File: config.mk
export PLATFORM = sky130hd
export DESIGN_NAME = task_slot_queue_manager_unit_flat
export DESIGN_NICKNAME = d
export VERILOG_FILES = /design/src/tsqm_pkg.sv /design/src/tsqm_if.sv /design/src/task_slot_queue_manager_unit.sv /design/src/tsqm_link_mem.sv /design/src/flat_wrapper.sv
export SDC_FILE = /design/constraint.sdc
export NUM_CORES = 2
export LEC_CHECK = 0
export BUFFER_PORTS_ARGS = -buffer_cell sky130_fd_sc_hd__buf_2
export CORE_MARGIN = 2
export CORE_UTILIZATION = 50
export DETAILED_ROUTE_END_ITERATION = 6
export GPL_ROUTABILITY_DRIVEN = 0
export PLACE_DENSITY_LB_ADDON = 0.12
export SETUP_SLACK_MARGIN = 0.5
export SYNTH_ARGS = -nofsm -noshare
export SYNTH_HDL_FRONTEND = slang
export SYNTH_HIERARCHICAL = 1
export SYNTH_SLANG_ARGS = --single-unit
File: constraint.sdc
create_clock -name clk_i -period 6.68 [get_ports clk_i]
set_input_delay 0.668 -clock clk_i [delete_from_list [all_inputs] [get_ports clk_i]]
set_output_delay 0.668 -clock clk_i [all_outputs]
set_load 0.02 [all_outputs]
File: src/tsqm_pkg.sv
// shared types and constants for the task slot queue manager
// no dependencies; compiled first
package tsqm_pkg;

  localparam int unsigned POOL_SLOTS = 64;
  localparam int unsigned SLOT_W     = 6;
  localparam int unsigned LINK_W     = SLOT_W + 1;
  localparam int unsigned CNT_W      = 7;
  localparam int unsigned ID_W       = 32;

  // null link sits just past the last slot; its top bit marks it
  localparam logic [LINK_W-1:0] NIL_LINK = LINK_W'(POOL_SLOTS);
  localparam logic [ID_W-1:0]   ID_START = ID_W'(1000);
  localparam logic [CNT_W-1:0]  FREE_RESET = CNT_W'(POOL_SLOTS);

  typedef enum logic [2:0] {
    KIND_ALLOC = 3'd0,
    KIND_ENQ   = 3'd1,
    KIND_DEQ   = 3'd2,
    KIND_RET   = 3'd3,
    KIND_FETCH = 3'd4,
    KIND_FREE  = 3'd5
  } kind_e;

  typedef enum logic [1:0] {
    STATUS_OK         = 2'd0,
    STATUS_NO_FREE    = 2'd1,
    STATUS_TASK_EMPTY = 2'd2,
    STATUS_RES_EMPTY  = 2'd3
  } status_e;

  // one access on the link memory port
  typedef struct packed {
    logic              en;
    logic              we;
    logic [SLOT_W-1:0] addr;
    logic [LINK_W-1:0] wdata;
  } link_req_t;

endpackage

File: src/tsqm_if.sv
// command and result channel interfaces for the task slot queue manager
// depends on tsqm_pkg
interface tsqm_cmd_if;
  logic                        valid;
  logic                        ready;
  logic [2:0]                  kind;
  logic [tsqm_pkg::SLOT_W-1:0] slot;

  modport source (output valid, kind, slot, input ready);
  modport sink (input valid, kind, slot, output ready);
endinterface

interface tsqm_res_if;
  logic                        valid;
  logic                        ready;
  logic [1:0]                  status;
  logic [tsqm_pkg::SLOT_W-1:0] slot_out;
  logic [tsqm_pkg::ID_W-1:0]   msg_id;
  logic [tsqm_pkg::CNT_W-1:0]  free_count;
  logic [tsqm_pkg::CNT_W-1:0]  task_count;
  logic [tsqm_pkg::CNT_W-1:0]  result_count;
  logic [tsqm_pkg::CNT_W-1:0]  outstanding_count;

  modport source (
    output valid, status, slot_out, msg_id, free_count, task_count, result_count,
           outstanding_count,
    input  ready
  );
  modport sink (
    input  valid, status, slot_out, msg_id, free_count, task_count, result_count,
           outstanding_count,
    output ready
  );
endinterface

File: src/task_slot_queue_manager_unit.sv
// task slot queue manager: free list, task fifo and result fifo over one slot pool
// depends on tsqm_pkg, tsqm_if (tsqm_cmd_if, tsqm_res_if) and tsqm_link_mem
//
//   channel  dir  fields                                      transaction
//   cmd_i    in   kind, slot                                  valid & ready
//   res_o    out  status, slot_out, msg_id, four counters     valid & ready
//
// each command runs three steps: accept, issue on the link memory port, finish
// the single link memory port is the shared unit; enqueue and return need up to two writes,
//   pops need a read then a write, so every command runs the same three steps
// finish waits while an earlier result still sits unconsumed in the output register
// a new command is accepted as soon as the sequencer is idle, even with a result pending
// reset is asynchronous and takes effect at once; no clearing pass is needed
module task_slot_queue_manager_unit (
  input  logic         clk_i,
  input  logic         rst_ni,
  tsqm_cmd_if.sink     cmd_i,
  tsqm_res_if.source   res_o
);
  import tsqm_pkg::*;

  typedef enum logic [1:0] {
    ST_IDLE,
    ST_ISSUE,
    ST_FINISH
  } state_e;

  // sequencer and command registers
  state_e            state_q, state_d;
  logic [2:0]        kind_q, kind_d;
  logic [SLOT_W-1:0] slot_q, slot_d;

  // list pointers and counters
  logic [LINK_W-1:0] free_head_q, free_head_d;
  logic [LINK_W-1:0] task_head_q, task_head_d;
  logic [LINK_W-1:0] task_tail_q, task_tail_d;
  logic [LINK_W-1:0] res_head_q, res_head_d;
  logic [LINK_W-1:0] res_tail_q, res_tail_d;
  logic [CNT_W-1:0]  free_cnt_q, free_cnt_d;
  logic [CNT_W-1:0]  task_cnt_q, task_cnt_d;
  logic [CNT_W-1:0]  res_cnt_q, res_cnt_d;
  logic [CNT_W-1:0]  outst_cnt_q, outst_cnt_d;
  logic [ID_W-1:0]   id_cnt_q, id_cnt_d;

  // result register
  logic              res_valid_q, res_valid_d;
  status_e           res_status_q, res_status_d;
  logic [SLOT_W-1:0] res_slot_q, res_slot_d;
  logic [ID_W-1:0]   res_id_q, res_id_d;
  logic [CNT_W-1:0]  res_free_q, res_free_d;
  logic [CNT_W-1:0]  res_task_q, res_task_d;
  logic [CNT_W-1:0]  res_rcnt_q, res_rcnt_d;
  logic [CNT_W-1:0]  res_outst_q, res_outst_d;

  // id memory, undefined until written
  logic [ID_W-1:0]   id_mem [POOL_SLOTS];
  logic [ID_W-1:0]   id_rd_q;
  logic [SLOT_W-1:0] id_raddr;

  // link memory port
  link_req_t         link_req;
  logic [LINK_W-1:0] link_rdata;

  // command decode
  logic              is_alloc, is_enq, is_deq, is_ret, is_fetch, is_free;
  logic              cmd_ok, is_pop, fin_go;
  logic [LINK_W-1:0] head_sel;
  status_e           status_sel;

  always_comb begin
    is_alloc = (kind_q == KIND_ALLOC);
    is_enq   = (kind_q == KIND_ENQ);
    is_deq   = (kind_q == KIND_DEQ);
    is_ret   = (kind_q == KIND_RET);
    is_fetch = (kind_q == KIND_FETCH);
    is_free  = (kind_q == KIND_FREE);
    is_pop   = is_alloc || is_deq || is_fetch;

    // head of the list a pop works on
    priority if (is_alloc) begin
      head_sel = free_head_q;
    end else if (is_deq) begin
      head_sel = task_head_q;
    end else if (is_fetch) begin
      head_sel = res_head_q;
    end else begin
      head_sel = {1'b0, slot_q};
    end

    // a pop on a null head is an error and leaves everything untouched
    cmd_ok = !(is_pop && head_sel[LINK_W-1]);

    priority if (cmd_ok) begin
      status_sel = STATUS_OK;
    end else if (is_alloc) begin
      status_sel = STATUS_NO_FREE;
    end else if (is_deq) begin
      status_sel = STATUS_TASK_EMPTY;
    end else begin
      status_sel = STATUS_RES_EMPTY;
    end
  end

  // finish only once the output register can take the result
  assign fin_go   = (state_q == ST_FINISH) && (!res_valid_q || res_o.ready);
  assign id_raddr = (cmd_ok && (is_deq || is_fetch)) ? head_sel[SLOT_W-1:0] : slot_q;

  // link memory schedule: issue does the read or first write, finish the second write
  always_comb begin
    link_req = '0;
    if (state_q == ST_ISSUE) begin
      if (is_pop && cmd_ok) begin
        link_req.en   = 1'b1;
        link_req.addr = head_sel[SLOT_W-1:0];
      end else if (is_enq || is_ret) begin
        link_req.en    = 1'b1;
        link_req.we    = 1'b1;
        link_req.addr  = slot_q;
        link_req.wdata = NIL_LINK;
      end else if (is_free) begin
        link_req.en    = 1'b1;
        link_req.we    = 1'b1;
        link_req.addr  = slot_q;
        link_req.wdata = free_head_q;
      end
    end else if (fin_go) begin
      if (is_pop && cmd_ok) begin
        // unlink the popped slot
        link_req.en    = 1'b1;
        link_req.we    = 1'b1;
        link_req.addr  = head_sel[SLOT_W-1:0];
        link_req.wdata = NIL_LINK;
      end else if (is_enq && !task_head_q[LINK_W-1] && !task_tail_q[LINK_W-1]) begin
        link_req.en    = 1'b1;
        link_req.we    = 1'b1;
        link_req.addr  = task_tail_q[SLOT_W-1:0];
        link_req.wdata = {1'b0, slot_q};
      end else if (is_ret && !res_head_q[LINK_W-1] && !res_tail_q[LINK_W-1]) begin
        link_req.en    = 1'b1;
        link_req.we    = 1'b1;
        link_req.addr  = res_tail_q[SLOT_W-1:0];
        link_req.wdata = {1'b0, slot_q};
      end
    end
  end

  tsqm_link_mem u_link_mem (
    .clk_i   (clk_i),
    .rst_ni  (rst_ni),
    .req_i   (link_req),
    .rdata_o (link_rdata)
  );

  // id memory: read during issue, stamped on allocate at finish
  always_ff @(posedge clk_i) begin
    if (state_q == ST_ISSUE) begin
      id_rd_q <= id_mem[id_raddr];
    end
    if (fin_go && is_alloc && cmd_ok) begin
      id_mem[free_head_q[SLOT_W-1:0]] <= id_cnt_q;
    end
  end

  // next state of sequencer, lists, counters and result register
  always_comb begin
    state_d     = state_q;
    kind_d      = kind_q;
    slot_d      = slot_q;
    free_head_d = free_head_q;
    task_head_d = task_head_q;
    task_tail_d = task_tail_q;
    res_head_d  = res_head_q;
    res_tail_d  = res_tail_q;
    free_cnt_d  = free_cnt_q;
    task_cnt_d  = task_cnt_q;
    res_cnt_d   = res_cnt_q;
    outst_cnt_d = outst_cnt_q;
    id_cnt_d    = id_cnt_q;

    res_valid_d  = res_valid_q && !res_o.ready;
    res_status_d = res_status_q;
    res_slot_d   = res_slot_q;
    res_id_d     = res_id_q;
    res_free_d   = res_free_q;
    res_task_d   = res_task_q;
    res_rcnt_d   = res_rcnt_q;
    res_outst_d  = res_outst_q;

    unique case (state_q)
      ST_IDLE: begin
        if (cmd_i.valid) begin
          kind_d  = cmd_i.kind;
          slot_d  = cmd_i.slot;
          state_d = ST_ISSUE;
        end
      end
      ST_ISSUE: begin
        state_d = ST_FINISH;
      end
      ST_FINISH: begin
        if (fin_go) begin
          state_d = ST_IDLE;
          if (cmd_ok) begin
            unique case (kind_q)
              KIND_ALLOC: begin
                free_head_d = link_rdata;
                free_cnt_d  = free_cnt_q - CNT_W'(1);
                id_cnt_d    = id_cnt_q + ID_W'(1);
              end
              KIND_ENQ: begin
                if (task_head_q[LINK_W-1] || task_tail_q[LINK_W-1]) begin
                  task_head_d = {1'b0, slot_q};
                end
                task_tail_d = {1'b0, slot_q};
                task_cnt_d  = task_cnt_q + CNT_W'(1);
                outst_cnt_d = outst_cnt_q + CNT_W'(1);
              end
              KIND_DEQ: begin
                task_head_d = link_rdata;
                if (link_rdata[LINK_W-1]) begin
                  task_tail_d = NIL_LINK;
                end
                task_cnt_d = task_cnt_q - CNT_W'(1);
              end
              KIND_RET: begin
                if (res_head_q[LINK_W-1] || res_tail_q[LINK_W-1]) begin
                  res_head_d = {1'b0, slot_q};
                end
                res_tail_d = {1'b0, slot_q};
                res_cnt_d  = res_cnt_q + CNT_W'(1);
              end
              KIND_FETCH: begin
                res_head_d = link_rdata;
                if (link_rdata[LINK_W-1]) begin
                  res_tail_d = NIL_LINK;
                end
                res_cnt_d   = res_cnt_q - CNT_W'(1);
                outst_cnt_d = outst_cnt_q - CNT_W'(1);
              end
              KIND_FREE: begin
                free_head_d = {1'b0, slot_q};
                free_cnt_d  = free_cnt_q + CNT_W'(1);
              end
              default: begin
                // unused kinds change nothing
              end
            endcase
          end

          // load the result register with the counters after the update
          res_valid_d  = 1'b1;
          res_status_d = status_sel;
          res_slot_d   = (is_pop && cmd_ok) ? head_sel[SLOT_W-1:0] : slot_q;
          res_id_d     = (is_alloc && cmd_ok) ? id_cnt_q : id_rd_q;
          res_free_d   = free_cnt_d;
          res_task_d   = task_cnt_d;
          res_rcnt_d   = res_cnt_d;
          res_outst_d  = outst_cnt_d;
        end
      end
      default: begin
        state_d = ST_IDLE;
      end
    endcase
  end

  always_ff @(posedge clk_i or negedge rst_ni) begin
    if (!rst_ni) begin
      state_q      <= ST_IDLE;
      kind_q       <= '0;
      slot_q       <= '0;
      free_head_q  <= '0;
      task_head_q  <= NIL_LINK;
      task_tail_q  <= NIL_LINK;
      res_head_q   <= NIL_LINK;
      res_tail_q   <= NIL_LINK;
      free_cnt_q   <= FREE_RESET;
      task_cnt_q   <= '0;
      res_cnt_q    <= '0;
      outst_cnt_q  <= '0;
      id_cnt_q     <= ID_START;
      res_valid_q  <= 1'b0;
      res_status_q <= STATUS_OK;
      res_slot_q   <= '0;
      res_id_q     <= '0;
      res_free_q   <= '0;
      res_task_q   <= '0;
      res_rcnt_q   <= '0;
      res_outst_q  <= '0;
    end else begin
      state_q      <= state_d;
      kind_q       <= kind_d;
      slot_q       <= slot_d;
      free_head_q  <= free_head_d;
      task_head_q  <= task_head_d;
      task_tail_q  <= task_tail_d;
      res_head_q   <= res_head_d;
      res_tail_q   <= res_tail_d;
      free_cnt_q   <= free_cnt_d;
      task_cnt_q   <= task_cnt_d;
      res_cnt_q    <= res_cnt_d;
      outst_cnt_q  <= outst_cnt_d;
      id_cnt_q     <= id_cnt_d;
      res_valid_q  <= res_valid_d;
      res_status_q <= res_status_d;
      res_slot_q   <= res_slot_d;
      res_id_q     <= res_id_d;
      res_free_q   <= res_free_d;
      res_task_q   <= res_task_d;
      res_rcnt_q   <= res_rcnt_d;
      res_outst_q  <= res_outst_d;
    end
  end

  // ports
  assign cmd_i.ready             = (state_q == ST_IDLE);
  assign res_o.valid             = res_valid_q;
  assign res_o.status            = res_status_q;
  assign res_o.slot_out          = res_slot_q;
  assign res_o.msg_id            = res_id_q;
  assign res_o.free_count        = res_free_q;
  assign res_o.task_count        = res_task_q;
  assign res_o.result_count      = res_rcnt_q;
  assign res_o.outstanding_count = res_outst_q;

`ifndef NO_ASSERTIONS
  // an accepted command always moves straight to the memory issue step
  a_accept_issue: assert property (@(posedge clk_i) disable iff (!rst_ni)
    (cmd_i.valid && cmd_i.ready) |=> (state_q == ST_ISSUE))
    else $error("accepted command did not enter issue");

  // a result appears only from the finish step
  a_result_from_finish: assert property (@(posedge clk_i) disable iff (!rst_ni)
    $rose(res_valid_q) |-> $past(state_q == ST_FINISH))
    else $error("result raised outside finish");

  // the running id moves only on a successful allocate
  a_id_on_alloc: assert property (@(posedge clk_i) disable iff (!rst_ni)
    !$stable(id_cnt_q) |-> $past(fin_go && is_alloc && cmd_ok))
    else $error("id counter changed without an allocate");

  // an error status leaves lists and counters untouched
  a_error_no_change: assert property (@(posedge clk_i) disable iff (!rst_ni)
    (fin_go && !cmd_ok) |=> ($stable(free_head_q) && $stable(task_head_q) &&
      $stable(res_head_q) && $stable(free_cnt_q) && $stable(task_cnt_q) &&
      $stable(res_cnt_q) && $stable(outst_cnt_q)))
    else $error("failed command changed state");

  // no link memory access while idle
  a_mem_idle: assert property (@(posedge clk_i) disable iff (!rst_ni)
    (state_q == ST_IDLE) |-> !link_req.en)
    else $error("link memory accessed while idle");
`endif

endmodule

File: src/tsqm_link_mem.sv
// single-port link memory with registered read data
// per-entry valid bits: an entry never written reads as its reset link (index + 1)
// depends on tsqm_pkg
module tsqm_link_mem (
  input  logic                        clk_i,
  input  logic                        rst_ni,
  input  tsqm_pkg::link_req_t         req_i,
  output logic [tsqm_pkg::LINK_W-1:0] rdata_o
);
  import tsqm_pkg::*;

  logic [LINK_W-1:0]     mem [POOL_SLOTS];
  logic [POOL_SLOTS-1:0] vld_q;
  logic [LINK_W-1:0]     rdata_q;

  always_ff @(posedge clk_i or negedge rst_ni) begin
    if (!rst_ni) begin
      vld_q <= '0;
    end else if (req_i.en && req_i.we) begin
      vld_q[req_i.addr] <= 1'b1;
    end
  end

  always_ff @(posedge clk_i) begin
    if (req_i.en) begin
      if (req_i.we) begin
        mem[req_i.addr] <= req_i.wdata;
      end else if (vld_q[req_i.addr]) begin
        rdata_q <= mem[req_i.addr];
      end else begin
        rdata_q <= LINK_W'({1'b0, req_i.addr}) + LINK_W'(1);
      end
    end
  end

  assign rdata_o = rdata_q;

endmodule
File: src/flat_wrapper.sv
// flat-port wrapper written by rule: the top's interface ports become plain ports
module task_slot_queue_manager_unit_flat import tsqm_pkg::*;
  (clk_i, rst_ni, cmd_i_valid, cmd_i_kind, cmd_i_slot, cmd_i_ready, res_o_valid, res_o_status, res_o_slot_out, res_o_msg_id, res_o_free_count, res_o_task_count, res_o_result_count, res_o_outstanding_count, res_o_ready);
  tsqm_cmd_if cmd_i_i ();
  tsqm_res_if res_o_i ();
  input  logic clk_i;
  input  logic rst_ni;
  input wire logic [$bits(cmd_i_i.valid)-1:0] cmd_i_valid;
  input wire logic [$bits(cmd_i_i.kind)-1:0] cmd_i_kind;
  input wire logic [$bits(cmd_i_i.slot)-1:0] cmd_i_slot;
  output wire logic [$bits(cmd_i_i.ready)-1:0] cmd_i_ready;
  output wire logic [$bits(res_o_i.valid)-1:0] res_o_valid;
  output wire logic [$bits(res_o_i.status)-1:0] res_o_status;
  output wire logic [$bits(res_o_i.slot_out)-1:0] res_o_slot_out;
  output wire logic [$bits(res_o_i.msg_id)-1:0] res_o_msg_id;
  output wire logic [$bits(res_o_i.free_count)-1:0] res_o_free_count;
  output wire logic [$bits(res_o_i.task_count)-1:0] res_o_task_count;
  output wire logic [$bits(res_o_i.result_count)-1:0] res_o_result_count;
  output wire logic [$bits(res_o_i.outstanding_count)-1:0] res_o_outstanding_count;
  input wire logic [$bits(res_o_i.ready)-1:0] res_o_ready;
  assign cmd_i_i.valid = cmd_i_valid;
  assign cmd_i_i.kind = cmd_i_kind;
  assign cmd_i_i.slot = cmd_i_slot;
  assign cmd_i_ready = cmd_i_i.ready;
  assign res_o_valid = res_o_i.valid;
  assign res_o_status = res_o_i.status;
  assign res_o_slot_out = res_o_i.slot_out;
  assign res_o_msg_id = res_o_i.msg_id;
  assign res_o_free_count = res_o_i.free_count;
  assign res_o_task_count = res_o_i.task_count;
  assign res_o_result_count = res_o_i.result_count;
  assign res_o_outstanding_count = res_o_i.outstanding_count;
  assign res_o_i.ready = res_o_ready;
  task_slot_queue_manager_unit u_core (.clk_i(clk_i), .rst_ni(rst_ni), .cmd_i(cmd_i_i), .res_o(res_o_i));
endmodule
==> flow_metrics.tcl <==
set metrics [dict create \
    clk-insertion-delay-late_ns 0.93 \
    grt_max_degree 115 \
    cts_tree "done" \
    instances_no_fill 9726 \
    setup_viol 0 \
    period_share_pct 85.1 \
    yosys-top-cells-area "edfxtp_1 70%, mux4_2 6.2%, dfrtp_1 4.6%" \
    setup_slack_ns 0.999 \
    path_class "reg2reg" \
    fin_nets 6696 \
    grtUsageTotal_pct 28.6 \
    power_frac_seq_pct 34.9 \
    synth_top_family_by_area "multiplexers" \
    synth_compound_area_share_pct 5.75 \
    synth_top_area_share_pct 69.6 \
    maxCapViolations 0 \
    hold_class "in2reg" \
    synthAdderAreaFrac_pct 0.325 \
    vias_per_cell 6.36 \
    worstMarginPinSlew_ns 1.31 \
    antenna_found_initial 15 \
    yosysWarningCount 6 \
    dieWidth_um 472 \
    synth_xor_area_share_pct 0.512 \
    status "finished clean" \
    die_h_um 472 \
    clock_sinks 2747 \
    syn_avg_cell_area_sq_um 17.0 \
    endpoint_kind "register" \
    utilization_pct 56.8 \
    fmax_mhz 176 \
    hold_viol_final 0 \
    required_ns 7.27 \
    worst_setup_path_start_kind "register" \
    ys_seq_elements 2747 \
    rsz0062_at_grt "no" \
    core_sq_mm 0.217 \
    crit_start "u_core/kind_q[1]" \
    port_buffers 82 \
    r2r_start "u_core/kind_q[1]" \
    rr_worst_depth 11 \
    postCtsHoldBufs 10 \
    p_sw_uw 22000 \
    yosysMostFrequentCell "edfxtp_1" \
    synth_simple_gate_area_share_pct 6.10 \
    grt_pass1_wl_mm 453 \
    synth_fp_nets 6470 \
    cts_resized 0 \
    synth_flop_cell "edfxtp_1" \
    r2r_end "u_core/id_rd_q[8]" \
    internal-power_uw 35700 \
    netlist_instances 6431 \
    grt_remaining_overflow 0 \
    period_needed_ns 5.68 \
    areaGrowthSynthToFinish_pct 12.8 \
    hold_path.startpoint "res_o_ready" \
    power_density_mw_per_mm2 468 \
    dp_hpwl_mm 187 \
    yosysSeqAreaShare_pct 74.4 \
    min_delay_path_depth 3 \
    path_max_fanout 37 \
    clockRootBuffer "clkbuf_16" \
    ios 83 \
    synthMuxAreaShare_pct 10.6 \
    ir_drop_uv 482 \
    drt-initial-drc-count 8241 \
    drc 0 \
    num_rows 171 \
    syn-cell-area_sq_mm 0.109 \
    synth_largest_area_cell "edfxtp_1" \
    p_comb_share_pct 37.9 \
    post-cts-setup-buffers 0 \
    vias 61800 \
    crit_arrival_ns 6.27 \
    drive_above_1_share_pct 18.6 \
    synth-edff-count 2535 \
    clockBufferDepth 4 \
    path_clk_slew_ns 0.06 \
    drt-total-wl_mm 320 \
    final.setup.tns_ns 0 \
    drtPass1Iterations 6 \
    dp.cells 9194 \
    maxSlewHeadroom_pct 12.8 \
    r2r_setup_slack_ns 1.0 \
    p_clk_share_pct 27.2 \
    dieArea_sq_mm 0.223 \
    whs_endpoint "u_core/res_o.valid" \
    ant_nets 0 \
    start_util_pct 50.3 \
    cts_made_buffers 305 \
    nFillCells 16700 \
    power_leakage_uw 0.0433 \
    synth-async-reset-ratio_pct 7.72 \
    dp_slack_ns 0.930 \
    final_max_slew_viol_count 0 \
    synth_common_cells "2535 x edfxtp_1, 736 x nand2_1, 441 x mux2i_1" \
    ys_types 86 \
    switching_share_pct 38.1 \
    cts_max_level 5 \
    grt_pass1_vias 59600 \
    fin_skew_ns 0.0718 \
    routedWlPerCell_um 32.9 \
]
==> per-layer routing <==
layer	GRT usage, %	share of wire (%)	vias to the layer above
met5	0	0.0034	-
met1	41.2	41	32500
li1	-	-	25700
met4	8.35	3.0	2
met3	5.95	9.8	479
met2	44.3	47	3153
==> sequential cells by signal, summed over array words and instances, names as in the netlist, 32 cells and up <==
| signal | flops |
|---|---|
| u_core/id_cnt_q | 32 |
| u_core/id_mem | 2048 |
| u_core/res_o.msg_id | 32 |
| u_core/u_link_mem/mem | 448 |
| u_core/u_link_mem/vld_q | 64 |
| u_core/id_rd_q | 32 |
==> layout by cell type (no fill, tap or decap), types with 44 or more instances in the layout <==
| cell type | synthesis | routed |
|---|---|---|
| inv_1 | 85 | 84 |
| and3_1 | 73 | 73 |
| clkbuf_16 | 0 | 310 |
| mux2i_1 | 441 | 440 |
| or2_2 | 78 | 78 |
| buf_4 | 58 | 204 |
| nor2_1 | 203 | 135 |
| o211ai_1 | 131 | 131 |
| xnor2_1 | 44 | 44 |
| edfxtp_1 | 2535 | 2535 |
| nor2_4 | 0 | 68 |
| mux4_2 | 300 | 300 |
| o22ai_1 | 58 | 58 |
| o21ai_0 | 121 | 116 |
| a22oi_1 | 106 | 106 |
| clkbuf_1 | 204 | 73 |
| a21oi_1 | 99 | 99 |
| buf_2 | 79 | 81 |
| o2111ai_1 | 64 | 64 |
| nand3_1 | 272 | 272 |
| dfrtp_1 | 201 | 175 |
| clkinv_1 | 0 | 58 |
| nand2_1 | 736 | 736 |
==> cell families (layout without fill, tap and decap cells) <==
kind of cell,after synthesis,in the layout
flops,2747,2747
simple gates,1479,1479
compound gates,855,855
mux,769,769
buf+inv,491,926
xor+xnor,64,64
fa+ha+maj,26,26
other cells,0,6
==> per-stage QoR <==
stage               area (sq um)  hold slack (ns)  total power, uW
finish                    123000            0.212            57800
global route              123000            0.224            59500
CTS                       123000            0.151            57700
detailed placement        114000            0.447            42100
global placement          114000            0.443            42000
floorplan                 109000            0.372            33900
==> how the worst max path moves through the flow <==
stage	to	slack [ns]	depth (start not counted)
after floorplan	u_core/u_link_mem/mem[0][1]	1.37	6
after global placement	u_core/id_rd_q[8]	0.98	11
after detailed placement	u_core/id_rd_q[8]	0.93	11
after CTS	u_core/id_rd_q[8]	0.93	11
after global routing	u_core/id_rd_q[8]	0.68	11
final	u_core/id_rd_q[8]	1.0	11
==> final cells by class <==
class	count	area (sq um)	area share [%]
multi-input cells	3193	26200	21.2
inverters	86	323	0.262
clock inverters	129	1070	0.866
clock buffers	387	8090	6.56
well taps	2854	3570	2.89
flip-flops and latches	2747	81500	66.0
repair buffers	324	2610	2.12
diodes	6	15.0	0.0122
==> worst max-delay path, stage by stage, from the launching register on <==
cell and delay, ns:
dfrtp_1 0.67, buf_4 0.32, or4b_1 0.55, nand3_2 0.11, buf_4 0.41, o21a_4 0.69, buf_4 0.58, mux4_2 0.58
nand2_1 0.08, nand3_1 0.25, o22ai_1 1.06, a311oi_2 0.03
==> power groups by stage <==
| stage | clock, uW | combinational [uW] | sequential (uW) |
|---|---|---|---|
| after floorplan | 0 | 13500 | 20400 |
| after global placement | 0 | 21500 | 20500 |
| after detailed placement | 0 | 21600 | 20500 |
| after CTS | 15900 | 21700 | 20100 |
| after global routing | 16600 | 22800 | 20200 |
| final | 15700 | 21900 | 20100 |
(Power assumes the default switching activity.)
